File: src/hw/rtl/pat_pkg.sv
`default_nettype none

package pat_pkg;

   // fixed-point format of positions and scale factors
   localparam int FRAC_BITS = 16;
   // angle resolution: one full turn is 2**ANGLE_BITS
   localparam int ANGLE_BITS = 16;

   localparam int CORDIC_STEPS = 24;
   localparam int CORDIC_IDX_W = $clog2(CORDIC_STEPS);
   localparam logic [CORDIC_IDX_W-1:0] CORDIC_LAST = CORDIC_IDX_W'(CORDIC_STEPS - 1);
   localparam int CORDIC_XW = 34;
   localparam int CORDIC_ZW = 33;
   // 1/K scaled by 2**30
   localparam logic signed [CORDIC_XW-1:0] CORDIC_GAIN = CORDIC_XW'(652032874);
   localparam logic signed [31:0] ONE_Q30 = 32'sd1073741824;

   localparam int MUL_AW = 33;
   localparam int MUL_BW = 32;
   localparam int PROD_W = MUL_AW + MUL_BW;
   localparam int ACC_W = PROD_W + 1;
   localparam int SAT_W = ACC_W + 1;

   localparam int ROT_SHIFT = 30;

   localparam logic [7:0] HIT_MARGIN_RESET = 8'd5;

   // multiply-accumulate schedule
   localparam int STEP_W = 3;
   localparam logic [STEP_W-1:0] ROT_CAPX_STEP = 3'd3;
   localparam logic [STEP_W-1:0] ROT_LAST_STEP = 3'd5;
   localparam logic [STEP_W-1:0] SCL_CAPX_STEP = 3'd2;
   localparam logic [STEP_W-1:0] SCL_LAST_STEP = 3'd3;

   typedef enum logic [2:0] {
      ACT_PLACE     = 3'd0,
      ACT_TRANSLATE = 3'd1,
      ACT_ROTATE    = 3'd2,
      ACT_SCALE     = 3'd3,
      ACT_HIT       = 3'd4
   } action_type;

   typedef enum logic [1:0] {
      ST_IDLE,
      ST_CORDIC,
      ST_MAC,
      ST_FINISH
   } state_type;

   typedef struct packed {
      logic issue;   // operands valid this cycle
      logic clear;   // restart accumulation from the rounding bias
      logic sub;     // subtract the product instead of adding
      logic rot;     // rotation rounding (2**-30) instead of scale rounding
   } mac_ctrl_type;

   // atan(2**-i) in units of 2**-32 turn
   function automatic logic [29:0] atan_turn(input logic [CORDIC_IDX_W-1:0] idx);
      logic [29:0] val;
      case (idx)
         5'd0:    val = 30'd536870912;
         5'd1:    val = 30'd316933406;
         5'd2:    val = 30'd167458907;
         5'd3:    val = 30'd85004756;
         5'd4:    val = 30'd42667331;
         5'd5:    val = 30'd21354465;
         5'd6:    val = 30'd10679838;
         5'd7:    val = 30'd5340245;
         5'd8:    val = 30'd2670163;
         5'd9:    val = 30'd1335087;
         5'd10:   val = 30'd667544;
         5'd11:   val = 30'd333772;
         5'd12:   val = 30'd166886;
         5'd13:   val = 30'd83443;
         5'd14:   val = 30'd41722;
         5'd15:   val = 30'd20861;
         5'd16:   val = 30'd10430;
         5'd17:   val = 30'd5215;
         5'd18:   val = 30'd2608;
         5'd19:   val = 30'd1304;
         5'd20:   val = 30'd652;
         5'd21:   val = 30'd326;
         5'd22:   val = 30'd163;
         5'd23:   val = 30'd81;
         default: val = '0;
      endcase
      return val;
   endfunction

   function automatic logic signed [31:0] sat32(input logic signed [SAT_W-1:0] v);
      logic [SAT_W-32:0] top;
      top = v[SAT_W-1:31];
      if (top == '0 || top == '1)
         return v[31:0];
      else if (v[SAT_W-1])
         return 32'sh8000_0000;
      else
         return 32'sh7fff_ffff;
   endfunction

endpackage

`default_nettype wire

File: src/hw/rtl/pat_cordic.sv
`default_nettype none

// Iterative rotation-mode CORDIC: one micro-rotation per cycle over the first
// quadrant, then a quadrant fold and clamp to [-1, 1] in Q2.30.
module pat_cordic (
   input  wire logic                clock,
   input  wire logic                reset,
   input  wire logic                start,
   input  wire logic [31:0]         phase,
   output logic                     done,
   output logic signed [31:0]       cos_q30,
   output logic signed [31:0]       sin_q30
);

   localparam int XW = pat_pkg::CORDIC_XW;
   localparam int ZW = pat_pkg::CORDIC_ZW;

   logic                              busy_ff, busy_in;
   logic                              fold_ff, fold_in;
   logic                              done_ff, done_in;
   logic [pat_pkg::CORDIC_IDX_W-1:0]  iter_ff, iter_in;
   logic signed [XW-1:0]              x_ff, x_in;
   logic signed [XW-1:0]              y_ff, y_in;
   logic signed [ZW-1:0]              z_ff, z_in;
   logic [1:0]                        quad_ff, quad_in;
   logic signed [31:0]                cos_ff, cos_in;
   logic signed [31:0]                sin_ff, sin_in;

   logic signed [XW-1:0]              xs, ys;
   logic signed [ZW-1:0]              at;
   logic signed [XW:0]                xe, ye, xn, yn;

   function automatic logic signed [31:0] clamp_unit(input logic signed [XW:0] v);
      if (v > (XW+1)'(pat_pkg::ONE_Q30))
         return pat_pkg::ONE_Q30;
      else if (v < -((XW+1)'(pat_pkg::ONE_Q30)))
         return -pat_pkg::ONE_Q30;
      else
         return v[31:0];
   endfunction

   always_comb begin
      busy_in = busy_ff;
      fold_in = 1'b0;
      done_in = 1'b0;
      iter_in = iter_ff;
      x_in    = x_ff;
      y_in    = y_ff;
      z_in    = z_ff;
      quad_in = quad_ff;
      cos_in  = cos_ff;
      sin_in  = sin_ff;

      xs = x_ff >>> iter_ff;
      ys = y_ff >>> iter_ff;
      at = ZW'(pat_pkg::atan_turn(iter_ff));
      xe = (XW+1)'(x_ff);
      ye = (XW+1)'(y_ff);
      xn = -xe;
      yn = -ye;

      if (start) begin
         busy_in = 1'b1;
         iter_in = '0;
         x_in    = pat_pkg::CORDIC_GAIN;
         y_in    = '0;
         z_in    = ZW'({phase[29:0]});
         quad_in = phase[31:30];
      end else if (busy_ff) begin
         if (!z_ff[ZW-1]) begin
            x_in = x_ff - ys;
            y_in = y_ff + xs;
            z_in = z_ff - at;
         end else begin
            x_in = x_ff + ys;
            y_in = y_ff - xs;
            z_in = z_ff + at;
         end
         iter_in = iter_ff + 1'b1;
         if (iter_ff == pat_pkg::CORDIC_LAST) begin
            busy_in = 1'b0;
            fold_in = 1'b1;
         end
      end

      if (fold_ff) begin
         done_in = 1'b1;
         case (quad_ff)
            2'd0: begin
               cos_in = clamp_unit(xe);
               sin_in = clamp_unit(ye);
            end
            2'd1: begin
               cos_in = clamp_unit(yn);
               sin_in = clamp_unit(xe);
            end
            2'd2: begin
               cos_in = clamp_unit(xn);
               sin_in = clamp_unit(yn);
            end
            default: begin
               cos_in = clamp_unit(ye);
               sin_in = clamp_unit(xn);
            end
         endcase
      end
   end

   always_ff @(posedge clock) begin
      if (reset) begin
         busy_ff <= 1'b0;
         fold_ff <= 1'b0;
         done_ff <= 1'b0;
      end else begin
         busy_ff <= busy_in;
         fold_ff <= fold_in;
         done_ff <= done_in;
      end
      iter_ff <= iter_in;
      x_ff    <= x_in;
      y_ff    <= y_in;
      z_ff    <= z_in;
      quad_ff <= quad_in;
      cos_ff  <= cos_in;
      sin_ff  <= sin_in;
   end

   assign done    = done_ff;
   assign cos_q30 = cos_ff;
   assign sin_q30 = sin_ff;

endmodule

`default_nettype wire

File: config.mk
export PLATFORM = sky130hd
export DESIGN_NAME = pat_cordic
export DESIGN_NICKNAME = d
export VERILOG_FILES = /design/src/hw/rtl/pat_pkg.sv /design/src/hw/rtl/pat_cordic.sv
export SDC_FILE = /design/constraint.sdc
export NUM_CORES = 1
export LEC_CHECK = 0
export ABC_AREA = 1
export BUFFER_PORTS_ARGS = -buffer_cell sky130_fd_sc_hd__buf_4
export CORE_UTILIZATION = 39
export CTS_CLUSTER_DIAMETER = 120
export DETAILED_ROUTE_END_ITERATION = 8
export GPL_TIMING_DRIVEN = 0
export PLACE_DENSITY = 0.65
export SETUP_SLACK_MARGIN = 0.02
export SLEW_MARGIN = 25
export SYNTH_ARGS = -nofsm -noshare
export SYNTH_HDL_FRONTEND = slang
export SYNTH_SLANG_ARGS = --single-unit
File: constraint.sdc
create_clock -name clock -period 5.8 [get_ports clock]
set_input_delay 0.87 -clock clock [delete_from_list [all_inputs] [get_ports clock]]
set_output_delay 0.87 -clock clock [all_outputs]
set_load 0.005 [all_outputs]
==> results of run 1 <==
per-layer routing:
metal	global-route usage	part of all wire	vias up
met3	0.04843	0.083	324
met1	0.4729	0.41	12467
met5	0	0.00031	-
met4	0.2220	0.071	4
li1	-	-	12706
met2	0.5792	0.44	1404
registers in the layout, summed over array words and instances, names as in the netlist:
register  flops
busy_ff       1
x_ff         34
cos_q30      32
done          1
y_ff         34
iter_ff       5
at           30
sin_q30      32
z_ff         33
quad_ff       2
fold_ff       1
what timing repair did:
action	4_1_cts	5_1_grt
endpoints found under the setup margin	2	9
pin swaps	0	1
endpoints found under the hold margin	0	0
resized for setup	3	37
through the flow:
step / TNS (ns) / instance area [um^2] / util / hold WS [ns] / setup slack (ns)
floorplan: 0 / 22620 / - / 0.4325 / 1.747
global placement: -0.3022 / 24310 / 0.4278 / 0.4600 / -0.2442
detailed placement: -0.1437 / 24350 / 0.4286 / 0.4604 / -0.1437
CTS: 0 / 25270 / 0.4447 / 0.4322 / 0.02943
global route: -0.01942 / 25330 / 0.4457 / 0.4500 / -0.01942
finish: 0 / 25330 / 0.4457 / 0.4463 / 0.2493
synth_stat cells (all sizes together), types with 7 or more instances:
| library cell | number |
|---|---|
| dfxtp | 109 |
| or2 | 28 |
| nand2 | 914 |
| o21a | 17 |
| xor2 | 131 |
| nand3b | 8 |
| a21o | 10 |
| a31oi | 23 |
| o22ai | 43 |
| o21ai | 132 |
| xnor2 | 52 |
| o221ai | 9 |
| nand3 | 647 |
| nand4 | 129 |
| a21oi | 155 |
| nor3 | 98 |
| edfxtp | 96 |
| ha | 111 |
| o31ai | 7 |
| clkbuf | 89 |
| inv | 334 |
| nor2 | 376 |
| buf | 89 |
worst max path at each step:
stage                             from                    end  slack, ns
6_report       iter_ff[1]$_SDFFE_PP0P_  y_ff[33]$_SDFFE_PP0P_       0.25
5_1_grt        iter_ff[2]$_SDFFE_PP0P_  y_ff[33]$_SDFFE_PP0P_      -0.02
4_1_cts        iter_ff[2]$_SDFFE_PP0P_  y_ff[26]$_SDFFE_PP0P_       0.03
3_5_place_dp     z_ff[32]$_SDFFE_PP0P_  y_ff[26]$_SDFFE_PP0P_      -0.14
3_3_place_gp     z_ff[32]$_SDFFE_PP0P_  y_ff[26]$_SDFFE_PP0P_      -0.24
2_1_floorplan  iter_ff[0]$_SDFFE_PP0P_  x_ff[31]$_SDFFE_PP0P_       1.75
worst max-delay path: cells and delay by family (launching register included):
family / cells / cell delay [ns]
flip-flops: 1 / 0.33
AO/OA/AOI/OAI: 8 / 1.46
XOR/XNOR: 1 / 0.38
adder cells (fa/ha/maj): 2 / 0.54
AND/OR/NAND/NOR: 15 / 1.87
buffers and inverters: 5 / 0.87
report_power, final:
group | total (W) | internal [W] | switching, W | leakage [nW]
Sequential | 0.00260 | 0.00199 | 0.000608 | 1.80
Combinational | 0.0134 | 0.00422 | 0.00917 | 9.32
Clock | 0.00173 | 0.000981 | 0.000747 | 0.449
cell type report:
cell class	instances	share of cell area
Buffer	178	0.03453
Clock buffer	32	0.02949
Clock inverter	18	0.006373
Inverter	339	0.05034
Multi-Input combinational cell	2947	0.6113
Sequential cell	205	0.2001
Tap cell	756	0.03735
Timing Repair Buffer	100	0.03043
logic make-up (layout without fill, tap and decap cells):
logic type | count (synthesis) | after routing
adder cells (fa/ha/maj) | 114 | 114
buffers and inverters | 517 | 667
AND/OR/NAND/NOR | 2213 | 2213
XOR/XNOR | 183 | 183
flip-flops | 205 | 205
AO/OA/AOI/OAI | 437 | 437
==> summary.md, run 1 <==
| Metric | Value |
|---|---|
| Status | `finished clean` |
| Initial DRC count | `3065` |
| DRC errors left | `0` |
| Commonest non-fill, non-tap cells in the layout | `nand2_1 (900), nand3_1 (641), nor2_1 (364)` |
| I/O Pins | `100` |
| Distinct cells, synth | `61` |
| CTS root buf | `clkbuf_16` |
| Row cnt | `between 80 and 90` |
| Area share of the largest cell type after synthesis | `0.1495` |
| WHS Path Cells | `1` |
| H-tree depth | `1` |
| FF-to-FF End | `y_ff[33]$_SDFFE_PP0P_` |
| Crit end category | `flop` |
| First-pass GRT wire length | `between 150 and 200 mm` |
| Drt wl/cell | `24.27 um` |
| Antenna violations before repair | `3` |
| Clock Tree Buf Depth | `3` |
| Mapped Avg Cell Area | `6.166 um^2` |
| Hpwl dp | `88.82 mm` |
| Initial Util | `0.3981` |
| Post-synth EDFFs | `96` |
| Largest net degree at the start of global routing | `59` |
| Yosys reg bits | `between 200 and 250` |
| Clk Latency, worst-skew pair | `0.61 ns` |
| Slew HR | `0.2493` |
| Antenna-violating nets left | `0` |
| Fraction of synthesized cell area in xor and xnor cells | `0.07085` |
| R2R depth | `31` |
| Routability congestion estimate | `roughly 1.1` |
| # fillers | `6237` |
| Max-slew violation count | `0` |
| Min-Delay Startpoint | `phase[31]` |
| Final number of setup-violating endpoints | `0` |
| Worst path arrival time | `~6.1 ns` |
| CTS tree | `done` |
| Placed Cells | `4525` |
| Drt first pass iters | `8` |
| Via/cell ratio | `5.881` |
| Peak supply drop | `0.3512 mV` |
| Final Hold Fails | `0` |
| P_leak | `11.57 nW` |
| ANT cells | `0` |
| Finished Layout Cells | `4575` |
| Seq/Total Area, Yosys | `0.2239` |
| Post-route minimum period | `5.551 ns` |
| Vias in the first global route | `24835` |
| Core area | `56820 um^2` |
| Multi-input logic area | `between 15000 and 20000 um^2` |
| Max frequency | `approximately 180 MHz` |
| Die Y | `242.8 um` |
| Mapped cell area | `about 23000 um^2` |
| Compound-Gate Fraction of Synth Area | `0.1124` |
| I/O Buffers | `99` |
| Simple-gate area share of the yosys netlist | `0.4362` |
| Worst setup SP type | `flop` |
| Gate Count Post-Synth | `3669` |
| Share of cells above drive strength 1 | `0.08484` |
| TritonCTS Buffers | `27` |
| Post-Syn Nets | `about 3800` |
| R2r startpoint | `iter_ff[1]$_SDFFE_PP0P_` |
| Detailed-route via count | `about 27000` |
| Worst clock skew | `0.02951 ns` |
| GRT overflow | `0` |
| Main combinational cell family by area after synthesis | `simple AND/OR/NAND/NOR gates` |
| Slew @ Worst Pin | `1.126 ns` |
| Die Area | `between 50000 and 60000 um^2` |
| Clk pin slew, worst setup/hold paths | `0.06 ns` |
| Ys Warns | `0` |
| Slowest cell delay on critical path | `0.38 ns` |
| Commonest non-fill, non-tap cell in the layout | `nand2_1` |
| Top area cells in the synthesized netlist | `nand2_1 (15%), nand3_1 (14%), edfxtp_1 (13%)` |
| Worst EP required | `6.30 ns` |
| Critical-path maximum fanout | `10` |
| Total GRT Usage | `0.3660` |
| FFs w/ async S/R, synth | `0` |
| Total power | `0.01772 W` |
| HP Class | `input port to flop` |
| Hold buffer count at CTS | `0` |
| Hold Path End | `quad_ff[1]$_DFFE_PP_` |
| Register area | `5069 um^2` |
| CP max-delay cell | `buf_2` |
| Die X | `242.8 um` |
| PwrDens | `699.7 nW/um^2` |
| Final Net Count | `a little under 4000` |
| Adder-Cell Fraction of Synth Area | `0.06405` |
| Multiplexer share of the synthesized area | `0` |
| CP Class | `flop to flop` |
| Post-synth top area cell | `nand2_1` |
| Crit path top cell by count | `nand2_1` |
| Setup bufs post-CTS | `0` |
| Area grow syn2layout | `11.95%` |
| Total Wirelength | `~110 mm` |
| Clock sinks | `205` |
| Primary FF master, synth | `dfxtp_1` |
| Period utilization | `0.9570` |
| Max-cap violations | `0` |
| Worst reg2reg setup slack | `0.25 ns` |
No activity file was read; power rests on OpenSTA's default activity.
==> run 2: changes to the inputs <==
--- a/config.mk
+++ b/config.mk
@@ -7,11 +7,13 @@
 export LEC_CHECK = 0
 export ABC_AREA = 1
 export BUFFER_PORTS_ARGS = -buffer_cell sky130_fd_sc_hd__buf_4
+export CELL_PAD_IN_SITES_DETAIL_PLACEMENT = 1
+export CELL_PAD_IN_SITES_GLOBAL_PLACEMENT = 1
 export CORE_UTILIZATION = 39
 export CTS_CLUSTER_DIAMETER = 120
 export DETAILED_ROUTE_END_ITERATION = 8
 export GPL_TIMING_DRIVEN = 0
-export PLACE_DENSITY = 0.65
+export PLACE_DENSITY = 0.83
 export SETUP_SLACK_MARGIN = 0.02
 export SLEW_MARGIN = 25
 export SYNTH_ARGS = -nofsm -noshare
==> run 2 against run 1 <==
Net effect: worst setup slack lost 0.040 ns; via count rose by 2.4%; non-clock buffer count decreased by 1; utilization hardly changed; power grew 2.2%; combinational power barely moved; first-iteration DRC count shrank 20%; wire length up 3.4%; cell area barely moved; flip-flop and latch count stayed put; critical endpoint is now y_ff[29]$_SDFFE_PP0P_.
==> summary.md, run 2 (synthesis gave the netlist of run 1 again) <==
| Metric | Value |
|---|---|
| Final core occ | `0.4458 (about the same)` |
| Clock sinks | `205 (unchanged)` |
| Commonest non-fill, non-tap cell in the layout | `nand2_1` |
| PwrDens | `715.1 nW/um^2 (+2.2%)` |
| Clk Latency, worst-skew pair | `0.60 ns (about the same)` |
| CTS tree | `done` |
| Hold buffer count at CTS | `0 (unchanged)` |
| Total power | `0.01812 W (+2.2%)` |
| Crit path top cell by count | `nand3_1` |
| Share of cells above drive strength 1 | `0.08381 (-0.001025)` |
| Slowest cell delay on critical path | `0.37 ns (about the same)` |
| Die Area | `58970 um^2 (unchanged)` |
| Worst EP required | `6.22 ns (-0.08 ns)` |
| Status | `finished clean` |
| Unrepaired setup endpoints after global routing | `no` |
| First-pass GRT wire length | `170.9 mm (+5.7%)` |
| CP Class | `flop to flop` |
| DRC errors left | `0 (unchanged)` |
| P_leak | `11.55 nW (-0.19%)` |
| Worst path arrival time | `6.01 ns (-0.04 ns)` |
| Commonest non-fill, non-tap cells in the layout | `nand2_1 (900), nand3_1 (640), nor2_1 (364)` |
| Initial DRC count | `2453 (-20%)` |
| Row cnt | `87 (unchanged)` |
| Peak supply drop | `0.3536 mV (+0.68%)` |
| Drt wl/cell | `25.09 um (+3.4%)` |
| TritonCTS Buffers | `27 (unchanged)` |
| Initial Util | `0.3981 (unchanged)` |
| Worst setup SP type | `flop` |
| Period utilization | `0.9639 (+0.006880)` |
| CTS root buf | `clkbuf_16` |
| Via/cell ratio | `6.020 (+2.4%)` |
| WHS Path Cells | `1 (unchanged)` |
| Hold Path End | `quad_ff[0]$_DFFE_PP_` |
| Routability congestion estimate | `1.070 (+0.59%)` |
| Largest net degree at the start of global routing | `60 (+1.7%)` |
| Detailed-route via count | `27543 (+2.4%)` |
| Min-Delay Startpoint | `phase[30]` |
| Final Hold Fails | `0 (unchanged)` |
| Worst clock skew | `0.02100 ns (-0.008513 ns)` |
| Placed inst area | `24350 um^2 (about the same)` |
| R2r startpoint | `iter_ff[2]$_SDFFE_PP0P_` |
| Area grow syn2layout | `11.98% (about the same)` |
| R2R depth | `25 (-19%)` |
| FF-to-FF End | `y_ff[29]$_SDFFE_PP0P_` |
| HP Class | `input port to flop` |
| # fillers | `7871 (+26%)` |
| Die Y | `242.8 um (unchanged)` |
| Setup TNS | `0 ns (unchanged)` |
| Max-slew violation count | `0 (unchanged)` |
| Post-route minimum period | `5.591 ns (+0.03990 ns)` |
| Core area | `56820 um^2 (unchanged)` |
| Dpl ws | `-0.2103 ns (-0.06661 ns)` |
| Clk pin slew, worst setup/hold paths | `0.07 ns (about the same)` |
| Vias in the first global route | `27523 (+11%)` |
| Hpwl dp | `91.09 mm (+2.6%)` |
| Total Wirelength | `114.8 mm (+3.4%)` |
| Max frequency | `178.9 MHz (-0.71%)` |
| Drt first pass iters | `5 (-3)` |
| Final setup margin | `0.2094 ns (-0.03990 ns)` |
| Antenna violations before repair | `2 (-1)` |
| GRT overflow | `0 (unchanged)` |
| Antenna-violating nets left | `0 (unchanged)` |
| I/O Pins | `100 (unchanged)` |
| Slew HR | `0.2606 (+0.01129)` |
| I/O Buffers | `99 (unchanged)` |
| Total GRT Usage | `0.3808 (+0.01475)` |
| Worst reg2reg setup slack | `0.21 ns (-0.04 ns)` |
| Crit end category | `flop` |
| Clock Tree Buf Depth | `3 (unchanged)` |
| Largest regs | `x_ff x34, y_ff x34, z_ff x33` |
| Finished Cell Area | `25330 um^2 (about the same)` |
| Die X | `242.8 um (unchanged)` |
| Critical-path maximum fanout | `10 (unchanged)` |
| CP max-delay cell | `clkbuf_4` |
| H-tree depth | `1 (unchanged)` |
| Slew @ Worst Pin | `1.109 ns (-0.01693 ns)` |
| Final Net Count | `3946 (-0.025%)` |
| Final number of setup-violating endpoints | `0 (unchanged)` |
| Max-cap violations | `0 (unchanged)` |
[run 2: cell types whose count changed in the layout (fill, tap and decap cells not counted), moves of 4 or more]
cell      before  now
buf_1         10   14
buf_2         51   56
clkbuf_2      19   12
clkbuf_4       7    3
[run 2: report_power, final]
part / switching, W / total (W) / internal, W
clock network: 0.000756 / 0.00180 / 0.00104
logic: 0.00946 / 0.0137 / 0.00424
registers: 0.000617 / 0.00261 / 0.00199
[run 2: critical path: cells and delay by family, from the launching register on]
family / cells / cell delay (ns)
xor gates and xnor gates: 2 / 0.61
DFF: 1 / 0.30
buffers and inverters: 6 / 1.17
AOI/OAI and AO/OA: 8 / 1.73
and+or+nand+nor: 7 / 1.03
adders and majority gates: 2 / 0.56
[run 2: per-stage QoR]
step | std cells | hold WS [ns]
after floorplan | 3669 | 0.4325
after global placement | 4524 | 0.4497
after detailed placement | 4525 | 0.4608
after CTS | 4575 | 0.4610
after global routing | 4574 | 0.4732
final | 4575 | 0.4718
[run 2: area by class of cell]
cell class / count / area, um^2 / share of cell area
antenna: 1 / 2.502 / 0.00009878
timing repair buffer: 100 / 770.7 / 0.03043
buffer: 177 / 849.6 / 0.03354
tap: 756 / 945.9 / 0.03734
sequential: 205 / 5069 / 0.2001
clock inverter: 19 / 187.7 / 0.007409
clock buffer: 31 / 733.2 / 0.02894
multi-input combinational: 2947 / 15500 / 0.6118
inverter: 339 / 1275 / 0.05033
[run 2: per-layer routing]
layer  track usage  wire length (um)  part of all wire
met4        0.2455              8537             0.074
met1        0.4795             46290              0.40
met3       0.05517              9088             0.079
met2        0.6076             50880              0.44
met5             0                 0                 0
[run 2: how the worst max path moves through the flow]
| stage | from | to | slack, ns | depth (start not counted) |
|---|---|---|---|---|
| CTS | iter_ff[2]$_SDFFE_PP0P_ | y_ff[26]$_SDFFE_PP0P_ | 0.12 | 29 |
| global route | iter_ff[1]$_SDFFE_PP0P_ | y_ff[33]$_SDFFE_PP0P_ | 0.07 | 29 |
| floorplan | iter_ff[0]$_SDFFE_PP0P_ | x_ff[31]$_SDFFE_PP0P_ | 1.75 | 32 |
| finish | iter_ff[2]$_SDFFE_PP0P_ | y_ff[29]$_SDFFE_PP0P_ | 0.21 | 25 |
| detailed placement | z_ff[32]$_SDFFE_PP0P_ | y_ff[26]$_SDFFE_PP0P_ | -0.21 | 22 |
| global placement | z_ff[32]$_SDFFE_PP0P_ | y_ff[26]$_SDFFE_PP0P_ | -0.04 | 22 |
[run 2: timing repair]
action | in CTS | in global routing
resized for setup | 3 | 31
hold endpoints to repair | 0 | 0
setup buffers | 0 | 0
endpoints found under the setup margin | 2 | 13
pin swaps | 0 | 1
